<file path="src/hw/rtl/bhpq_pkg.sv">
// shared types and constants of the binary heap priority queue
// used by bhpq_ctrl, bhpq_dp and the top level; depends on nothing

package bhpq_pkg;

    // default sizes of the store and of the entry fields
    localparam int DEPTH_DEF     = 64;
    localparam int KEY_WIDTH_DEF = 32;
    localparam int TAG_WIDTH_DEF = 16;

    // operation codes of an input word
    localparam logic [1:0] OP_PUSH  = 2'd0;
    localparam logic [1:0] OP_POP   = 2'd1;
    localparam logic [1:0] OP_QUERY = 2'd2;

    // configuration register indexes
    localparam logic [1:0] REG_MAX_FIRST = 2'd0;

    // result status codes
    typedef enum logic [1:0] {
        ST_DONE  = 2'd0,
        ST_FULL  = 2'd1,
        ST_EMPTY = 2'd2
    } t_status;

    // controller states
    typedef enum logic [2:0] {
        S_IDLE,
        S_PUSH_CHK,
        S_PUSH_CMP,
        S_POP_LOAD,
        S_POP_CHK,
        S_POP_CMP,
        S_FINISH
    } t_state;

    // commands from controller to datapath
    typedef struct packed {
        logic    latch_status;
        t_status status;
        logic    push_start;
        logic    pop_start;
        logic    read_parent;
        logic    move_parent;
        logic    load_mov;
        logic    read_children;
        logic    move_child;
        logic    write_mov;
        logic    emit;
    } t_cmd;

    // status from datapath to controller
    typedef struct packed {
        logic full;
        logic empty;
        logic pos_zero;
        logic parent_after;
        logic has_left;
        logic child_after;
        logic out_free;
    } t_dp_stat;

endpackage

</file>
<file path="src/hw/rtl/bhpq_ctrl.sv">
// sequencer of the heap queue: accepts words and steps the sift loops
// depends on bhpq_pkg; drives the datapath through bhpq_pkg::t_cmd

module bhpq_ctrl (
    input  logic                i_clk,
    input  logic                i_rst_n,
    input  logic                i_valid,
    input  logic [1:0]          i_opcode,
    output logic                o_stall,
    input  bhpq_pkg::t_dp_stat  i_stat,
    output bhpq_pkg::t_cmd      o_cmd
);

    bhpq_pkg::t_state r_state, n_state;

    // state register
    always_ff @(posedge i_clk) begin
        if (!i_rst_n) begin
            r_state <= bhpq_pkg::S_IDLE;
        end else begin
            r_state <= n_state;
        end
    end

    // input is taken only between operations
    assign o_stall = (r_state != bhpq_pkg::S_IDLE);

    // next state and commands
    always_comb begin
        n_state = r_state;
        o_cmd   = '0;
        o_cmd.status = bhpq_pkg::ST_DONE;
        unique case (r_state)
            bhpq_pkg::S_IDLE: begin
                if (i_valid) begin
                    o_cmd.latch_status = 1'b1;
                    n_state = bhpq_pkg::S_FINISH;
                    unique case (i_opcode)
                        bhpq_pkg::OP_PUSH: begin
                            if (i_stat.full) begin
                                o_cmd.status = bhpq_pkg::ST_FULL;
                            end else begin
                                o_cmd.push_start = 1'b1;
                                n_state = bhpq_pkg::S_PUSH_CHK;
                            end
                        end
                        bhpq_pkg::OP_POP: begin
                            if (i_stat.empty) begin
                                o_cmd.status = bhpq_pkg::ST_EMPTY;
                            end else begin
                                o_cmd.pop_start = 1'b1;
                                n_state = bhpq_pkg::S_POP_LOAD;
                            end
                        end
                        default: begin
                            o_cmd.status = bhpq_pkg::ST_DONE;
                        end
                    endcase
                end
            end
            // sift up: write at the root, or fetch parent of the hole
            bhpq_pkg::S_PUSH_CHK: begin
                if (i_stat.pos_zero) begin
                    o_cmd.write_mov = 1'b1;
                    n_state = bhpq_pkg::S_FINISH;
                end else begin
                    o_cmd.read_parent = 1'b1;
                    n_state = bhpq_pkg::S_PUSH_CMP;
                end
            end
            // sift up: move parent down or settle
            bhpq_pkg::S_PUSH_CMP: begin
                if (i_stat.parent_after) begin
                    o_cmd.move_parent = 1'b1;
                    n_state = bhpq_pkg::S_PUSH_CHK;
                end else begin
                    o_cmd.write_mov = 1'b1;
                    n_state = bhpq_pkg::S_FINISH;
                end
            end
            // last entry arrives from the store
            bhpq_pkg::S_POP_LOAD: begin
                o_cmd.load_mov = 1'b1;
                n_state = bhpq_pkg::S_POP_CHK;
            end
            // sift down: fetch children of the hole, or settle if it has none
            bhpq_pkg::S_POP_CHK: begin
                if (i_stat.has_left) begin
                    o_cmd.read_children = 1'b1;
                    n_state = bhpq_pkg::S_POP_CMP;
                end else begin
                    o_cmd.write_mov = 1'b1;
                    n_state = bhpq_pkg::S_FINISH;
                end
            end
            // sift down: move chosen child up or settle
            bhpq_pkg::S_POP_CMP: begin
                if (i_stat.child_after) begin
                    o_cmd.move_child = 1'b1;
                    n_state = bhpq_pkg::S_POP_CHK;
                end else begin
                    o_cmd.write_mov = 1'b1;
                    n_state = bhpq_pkg::S_FINISH;
                end
            end
            // hand result to the output register once it is free
            bhpq_pkg::S_FINISH: begin
                if (i_stat.out_free) begin
                    o_cmd.emit = 1'b1;
                    n_state = bhpq_pkg::S_IDLE;
                end
            end
            default: begin
                n_state = bhpq_pkg::S_IDLE;
            end
        endcase
    end

endmodule

</file>
<file path="config.mk">
export PLATFORM = sky130hd
export DESIGN_NAME = bhpq_ctrl
export DESIGN_NICKNAME = d
export VERILOG_FILES = /design/src/hw/rtl/bhpq_pkg.sv /design/src/hw/rtl/bhpq_ctrl.sv
export SDC_FILE = /design/constraint.sdc
export NUM_CORES = 1
export LEC_CHECK = 0
export BUFFER_PORTS_ARGS = -buffer_cell sky130_fd_sc_hd__buf_2
export CORE_AREA = 2 2 39 41
export CTS_CLUSTER_DIAMETER = 100
export DETAILED_ROUTE_END_ITERATION = 8
export DIE_AREA = 0 0 41 43
export SETUP_SLACK_MARGIN = 0.02
export SLEW_MARGIN = 10
export SYNTH_ARGS = -nofsm -noshare
export SYNTH_HDL_FRONTEND = slang
export SYNTH_SLANG_ARGS = --single-unit
</file>
<file path="constraint.sdc">
create_clock -name i_clk -period 1.7 [get_ports i_clk]
set_input_delay 0.34 -clock i_clk [delete_from_list [all_inputs] [get_ports i_clk]]
set_output_delay 0.34 -clock i_clk [all_outputs]
set_load 0.01 [all_outputs]
</file>
---- After elaboration in Yosys (flattened, before gate mapping) ----
Cells that the tools add are included.
storage, ports and cells
  bits in read-only memories .............. 0
  word-level logic and storage cells ...... 49
  register bits ........................... 3
  latch bits .............................. 0
  input bits .............................. 12
  memories kept ........................... 0
  bits in writable memories ............... 0
cells by class
  shift-type cells ........................ 0
  multipliers ............................. 0
  bitwise operators ....................... 0
  reductions and logical operators ........ 4
  add/subtract/negate cells ............... 0
  $lt $le $gt $ge ......................... 0
  eq/ne operators ......................... 9
  mux-type cells .......................... 35
  div/mod/pow operators ................... 0
operator list
  kind                  count
  $pmux W3 S7           1
  $mux W1               20
  $mux W3               6
  $mux W5               2
  $eq A3 B3 Y1 const B  3
  $eq A3 B2 Y1 const B  2
  $mux W2               3
  $pmux W3 S2           1
  $ne A2 B2 Y1 const B  2
  $pmux W1 S4           1
  $pmux W2 S2           1
  $eq A3 B1 Y1 const B  1
  $logic_not A3 Y1      1
  $reduce_bool A3 Y1    1
  $eq A2 B1 Y1 const B  1
  $logic_not A2 Y1      1
  $reduce_and A2 Y1     1

---- Depth between registers and ports, before layout ----
Gate-level depths: netlist of run 1.
  depth in word-level cells ............... 4
  gate-level depth with buffers ........... 5
  gate-level depth less buffers ........... 4

---- Least setup slack after synthesis of run 1 ----
No wires, ideal clock.
  path type ............................... register -> output
  start ................................... register r_state[2]
  end ..................................... output o_cmd[8] (netlist name)
  path slack .............................. 0.262 ns
  data required time ...................... 1.360 ns
  cell stages (with the launch flop) ...... 5
  buffers on the path ..................... 1
  arrival time ............................ 1.098 ns
  cell sequence ........................... dfxtp_1 -> buf_6 -> nor3_4 -> nand3b_2 -> nor3_1
RTL lines
  item                    line             text
  start, declared         bhpq_ctrl.sv:14  bhpq_pkg::t_state r_state, n_state;
  start signal, assigned  bhpq_ctrl.sv:19  r_state <= bhpq_pkg::S_IDLE;
  start signal, assigned  bhpq_ctrl.sv:21  r_state <= n_state;
  end, declared           bhpq_ctrl.sv:11  output bhpq_pkg::t_cmd o_cmd

==> results of run 1 <==
-- layout make-up --
cell class	count	area share (%)
tap	16	3.25
timing repair buffer	29	26.2
inverter	3	1.83
clock buffer	4	4.27
sequential	3	11.6
multi-input combinational	38	52.8
-- worst paths after layout --
| kind | from | to | slack (ns) |
|---|---|---|---|
| hold reg to reg | r_state[2] | r_state[2] | 0.57 |
| hold / removal | i_rst_n | r_state[2] | 0.37 |
| setup reg to reg | r_state[1] | r_state[1] | 0.48 |
| setup / recovery | r_state[2] | o_cmd[1] | 0.04 |
-- through the flow --
stage               setup TNS [ns]  hold slack [ns]  instances  utilization (%)  total power [mW]
floorplan                        0            0.474         47                -             0.510
global placement                 0            0.621         87             38.8             0.651
detailed placement               0            0.625         87             38.8             0.647
CTS                      -0.000412            0.373         92             42.6             0.818
global route               -0.0832            0.380         93             44.5             0.942
finish                           0            0.373         93             44.5             0.859
-- cells by family after synthesis --
family,after synthesis,share of synthesized area (%)
and+or+nand+nor,27,53.6
buffers and inverters,6,9.66
DFF,3,15.0
AOI/OAI and AO/OA,11,21.8
-- worst max-delay path: stages (launching register included) --
cell and delay, ns:
dfxtp_4 0.37, and4bb_2 0.25, a211oi_2 0.25, nand2_1 0.08, buf_2 0.14
-- synthesized netlist by cell type (all sizes together) (2+ instances only) --
cell type,instances
buf,3
nor3,2
a31oi,4
and4bb,2
and3,3
nand2,4
nor2,3
dfxtp,3
inv,3
nor3b,3
nor2b,3
-- placed cells by master, fill, tap and decap left out --
cell | netlist | routed
clkbuf_1 | 0 | 1
a211oi_2 | 1 | 1
dfxtp_4 | 0 | 3
buf_4 | 0 | 4
nor3_1 | 1 | 1
buf_2 | 1 | 24
nor4b_2 | 1 | 1
o221ai_2 | 1 | 1
nor2b_1 | 3 | 2
o211ai_1 | 1 | 1
nand2b_1 | 1 | 1
or3b_1 | 1 | 1
buf_6 | 2 | 1
and4bb_2 | 2 | 2
o22ai_1 | 1 | 1
and2_2 | 1 | 1
inv_2 | 1 | 1
nor3b_2 | 3 | 2
and3_1 | 3 | 3
nor3b_4 | 0 | 1
o311ai_1 | 1 | 1
inv_1 | 2 | 2
nor2b_4 | 0 | 1
and4b_1 | 1 | 1
a31oi_1 | 4 | 4
nand2_1 | 4 | 4
nor2_1 | 3 | 3
nor3_4 | 1 | 1
a21oi_1 | 1 | 1
nand4b_1 | 1 | 1
clkbuf_4 | 0 | 3
nand3b_4 | 0 | 1
o31ai_1 | 1 | 1
-- report_power, final --
part | internal (mW) | switching, mW | total, mW
clock | 0.0881 | 0.0390 | 0.127
combinational | 0.278 | 0.268 | 0.545
sequential | 0.117 | 0.0702 | 0.187
-- metal layers --
| layer | wire, um | global-route usage (%) | vias up |
|---|---|---|---|
| met3 | 94 | 6.81 | 4 |
| met5 | 0 | 0 | - |
| met1 | 407 | 16.7 | 216 |
| met2 | 531 | 20.3 | 18 |
| li1 | - | - | 240 |
| met4 | 17 | 6.00 | 0 |
-- what timing repair did --
item / 4_1_cts / 5_1_grt
endpoints found under the setup margin: 5 / 7
setup buffers: 1 / 1
gates resized for setup: 6 / 5
hold endpoints to repair: 0 / 0
pin swaps: 3 / 4
==> impl_results.md, run 1 <==
- First-pass GRT wire length: 1670 um
- Slew at the pin closest to its max-slew limit: 0.281 ns
- Required time worst endpoint: 1.36 ns
- Initial detailed-routing violation count: 4
- Worst IR Drop VDD: 507 uV
- Final setup viols: 0
- Minimum clock period: 1.66 ns
- Max reg flops: 3
- Area taken by multi-input logic gates: 325 um^2
- Longest Clk Path Bufs: 2
- Top_reg_cell synth: dfxtp_1
- Clock skew: 0.00340 ns
- Depth of the CTS H-tree: 1
- Hold Crit Class: in2reg
- Hold depth: 3
- Wire length per cell: 11.3 um
- Die extent in y: 43 um
- Clock Sinks: 3
- Critical path class: reg2out
- Register area share after synthesis: 15.0%
- Cts hold-fix bufs: 0
- Post-Route WL: 1050 um
- Regs by FF count: r_state x3
- Placed Area: 537 um^2
- CP max FO: 10
- DR vias: 478
- Crit end category: output port
- First drt pass iteration count: 4
- Worst Setup Start Kind: flip-flop
- Core area: 1380 um^2
- Routability cong.: 0.732
- Post-DP HPWL: 790 um
- Cell Rows: 14
- Mapped Area: 402 um^2
- Run status: finished clean
- Slew HR: 81.2%
- Syn Area/Cell: 8.55 um^2
- Post-synthesis register bit count: 3
- RSZ-0062 raised after global routing: true
- # IOs: 25
- Synth Warn #: 0
- Die area: 1760 um^2
- Total grt overflow: 0
- Post-Syn Instances: 47
- Final ANT Viol Nets: 0
- Die Wd: 41 um
- Clock transition at path regs: 0.03 ns
- Reg area: 71.3 um^2
- Layout filler cell count: 149
- WP data arrival: 1.32 ns
- Vias in the first global route: 414
- Period utilization: 97.6%
- Tot GR Track Use: 14.0%
- P_leak: 0.304 nW
- Fmax: 0.603 GHz
- Pins Over Slew Limit: 0
- Post-synth EDFFs: 0
- Post-route setup slack: 0.0413 ns
- CTS tree: yes
- Vias/cell: 5.14
- Yosys top cell by area: dfxtp_1
- Max_cap viols: 0
- Reg2Reg Depth: 6
- CTS Buf Count: 3
- Area delta synth->final: 53.3%
- Final Hold Viols: 0
- Top-area cell type share of the netlist area: 15.0%
- Fraction of layout cells with a size suffix above 1: 62.3%
- NumNets Final: 90
- Post-synthesis async set-or-reset flop share: 0%
- Port Buffers: 24
- Post-route cell area: 616 um^2
- Initial antenna violation count: 0
- Number of remaining DRC errors: 0
- Synth unique cells: 28
- Starting Density: 29.0%
- Syn nets: 59
- Largest reg by FF count: r_state
- Pin count of the biggest net entering global routing: 12
- Worst-Skew Late Latency: 0.24 ns
- CTS Root Cell: clkbuf_4
- Setup Slack @ Placement: 0.226 ns
- Cell Pwr Density: 1400 nW/um^2
- Diodes inserted: 0
- Area contributors post-synth: dfxtp_1 15%, nor3b_2 9.3%, a31oi_1 6.2%, and4bb_2 6.2%, buf_6 5.6%
(Power assumes the default switching activity.)
==> run 2, diff against run 1 <==
--- a/config.mk
+++ b/config.mk
@@ -7,11 +7,11 @@
 export LEC_CHECK = 0
 export BUFFER_PORTS_ARGS = -buffer_cell sky130_fd_sc_hd__buf_2
 export CORE_AREA = 2 2 39 41
+export CTS_BUF_LIST = sky130_fd_sc_hd__clkbuf_16
 export CTS_CLUSTER_DIAMETER = 100
 export DETAILED_ROUTE_END_ITERATION = 8
 export DIE_AREA = 0 0 41 43
 export SETUP_SLACK_MARGIN = 0.02
-export SLEW_MARGIN = 10
 export SYNTH_ARGS = -nofsm -noshare
 export SYNTH_HDL_FRONTEND = slang
 export SYNTH_SLANG_ARGS = --single-unit
==> run 2 against run 1 <==
Critical path depth up 1. Sequential power about the same. Clock power rose to 2.9 times the previous value. First-iteration DRC count up 50%. Die area unchanged. Largest power group unchanged. Clock skew about the same. Core utilization up 3.0 points. Count of clock-buffer cells in the layout down 1. Hold slack better by 0.018 ns. Combinational power down 3%. Design area up 6.7%. Largest cell class unchanged. Power up 26%.
==> impl_results.md, run 2 (synthesized netlist as in run 1, its figures left out) <==
- WP data arrival: 1.29 ns (was 1.32 ns)
- CP max FO: 7 (was 10)
- Area delta synth->final: 63.6% (was 53.3%)
- Total grt overflow: 0 (unchanged)
- Routability cong.: 0.732 (unchanged)
- Cts hold-fix bufs: 0 (unchanged)
- Post-route insts no fill: 92 (was 93)
- Post-route setup slack: 0.0686 ns (was 0.0413 ns)
- Worst-Skew Late Latency: 0.22 ns (was 0.24 ns)
- Period utilization: 96.0% (was 97.6%)
- CTS Buf Count: 3 (unchanged)
- Vias in the first global route: 408 (was 414)
- Clock skew: 0.00304 ns (was 0.00340 ns)
- Cell Rows: 14 (unchanged)
- Initial antenna violation count: 0 (unchanged)
- Setup Slack @ Placement: 0.226 ns (unchanged)
- Run status: finished clean (unchanged)
- Slew at the pin closest to its max-slew limit: 0.232 ns (was 0.281 ns)
- Final ANT Viol Nets: 0 (unchanged)
- Die extent in y: 43 um (unchanged)
- P_leak: 0.326 nW (was 0.304 nW)
- Worst Setup Start Kind: flip-flop (unchanged)
- Most frequent cells in the layout: 24 x buf_2, 4 x nand2_1, 4 x a31oi_1 (was 24 x buf_2, 4 x nand2_1, 4 x a31oi_1, 4 x buf_4)
- Tot GR Track Use: 13.5% (was 14.0%)
- NumNets Final: 89 (was 90)
- Sequential cell fraction of total power: 17.4% (was 21.7%)
- Hold depth: 3 (unchanged)
- Die area: 1760 um^2 (unchanged)
- Wire length per cell: 10.9 um (was 11.3 um)
- Largest reg by FF count: r_state (unchanged)
- Initial detailed-routing violation count: 6 (was 4)
- Vias/cell: 5.18 (was 5.14)
- First drt pass iteration count: 4 (unchanged)
- Pin count of the biggest net entering global routing: 12 (unchanged)
- Reg2Reg Depth: 6 (unchanged)
- Logic pwr share: 49.0% (was 63.5%)
- Final setup viols: 0 (unchanged)
- Depth of the CTS H-tree: 1 (unchanged)
- CTS tree: yes (unchanged)
- Pins Over Slew Limit: 0 (unchanged)
- CTS Root Cell: clkbuf_16 (was clkbuf_4)
- Number of remaining DRC errors: 0 (unchanged)
- # IOs: 25 (unchanged)
- Required time worst endpoint: 1.36 ns (about the same)
- Longest Clk Path Bufs: 2 (unchanged)
- Worst IR Drop VDD: 635 uV (was 507 uV)
- Core area: 1380 um^2 (unchanged)
- Max reg flops: 3 (unchanged)
- Fraction of layout cells with a size suffix above 1: 60.5% (was 62.3%)
- DR vias: 477 (was 478)
- P_sw: 0.395 mW (was 0.377 mW)
- Hold Crit Class: in2reg (unchanged)
- Final Util: 47.5% (was 44.5%)
- Final Hold Viols: 0 (unchanged)
- Die Wd: 41 um (unchanged)
- Clock Sinks: 3 (unchanged)
- Power Total: 1.08 mW (was 0.859 mW)
- Max_cap viols: 0 (unchanged)
- Diodes inserted: 0 (unchanged)
- Crit end category: output port (unchanged)
- Clock Power Share: 33.5% (was 14.8%)
- Commonest non-fill, non-tap cell in the layout: buf_2 (unchanged)
- Net Sw Frac: 36.7% (was 43.8%)
- Port Buffers: 24 (unchanged)
- Cell Pwr Density: 1640 nW/um^2 (was 1400 nW/um^2)
- Slew HR: 84.3% (was 81.2%)
- Starting Density: 29.0% (unchanged)
- Fmax: 0.613 GHz (was 0.603 GHz)
- Post-DP HPWL: 790 um (unchanged)
- Placed cell count: 87 (unchanged)
- RSZ-0062 raised after global routing: true (unchanged)
- Regs by FF count: r_state x3 (unchanged)
- Pint: 0.683 mW (was 0.483 mW)
- First-pass GRT wire length: 1630 um (was 1670 um)
- Post-Route WL: 999 um (was 1050 um)
- Critical path class: reg2out (unchanged)
- Minimum clock period: 1.63 ns (was 1.66 ns)
- Setup TNS: 0 ns (unchanged)
- Clock transition at path regs: 0.03 ns (about the same)
==> run 2: cell types whose count changed in the layout (fill, tap and decap cells not counted), sizes merged <==
cell	previous run	this run
buf	29	28
clkbuf	4	3
inv	3	4
==> run 2: worst max-delay path, stage by stage (launching register included) <==
cell      delay (ns)
dfxtp_4         0.35
buf_6           0.13
nor3_4          0.16
nand3b_4        0.12
nor3b_2         0.17
buf_2           0.14
==> run 2: final timing paths <==
check / startpoint / endpoint / slack (ns)
worst max-delay path: r_state[1] / o_cmd[7] / 0.07
worst min-delay path: i_rst_n / r_state[1] / 0.39
worst max register to register: r_state[1] / r_state[1] / 0.47
worst min register to register: r_state[2] / r_state[2] / 0.58
==> run 2: final cells by class <==
class                           instances  area (um^2)
Clock buffer                            3         75.1
Clock inverter                          1         3.75
Fill cell                             140          727
Inverter                                3         11.3
Multi-Input combinational cell         38          327
Sequential cell                         3         66.3
Tap cell                               16         20.0
Timing Repair Buffer                   28          154
==> run 2: power groups by stage <==
stage,clock (mW),sequential (mW),combinational [mW]
after global placement,0,0.166,0.485
after global routing,0.375,0.198,0.591
after floorplan,0,0.122,0.388
after detailed placement,0,0.167,0.480
final,0.362,0.188,0.529
after CTS,0.369,0.177,0.498
==> run 2: metrics by stage <==
| stage | cell area [um^2] | hold WS [ns] |
|---|---|---|
| after floorplan | 402 | 0.474 |
| after global placement | 537 | 0.621 |
| after detailed placement | 537 | 0.625 |
| after CTS | 634 | 0.388 |
| after global routing | 657 | 0.405 |
| final | 657 | 0.391 |
==> run 2: what timing repair did <==
| item | CTS | global route |
|---|---|---|
| pin swaps | 3 | 3 |
| buffers inserted | 0 | 1 |
| gates resized for setup | 6 | 2 |
| setup endpoints to repair | 4 | 5 |
==> run 2: per-layer routing <==
metal	part of all wire, %	routed length, um	GRT usage, %
met1	40	401	16.4
met3	9.7	97	6.81
met5	0	0	0
met4	0	0	4.00
met2	50	500	20.0
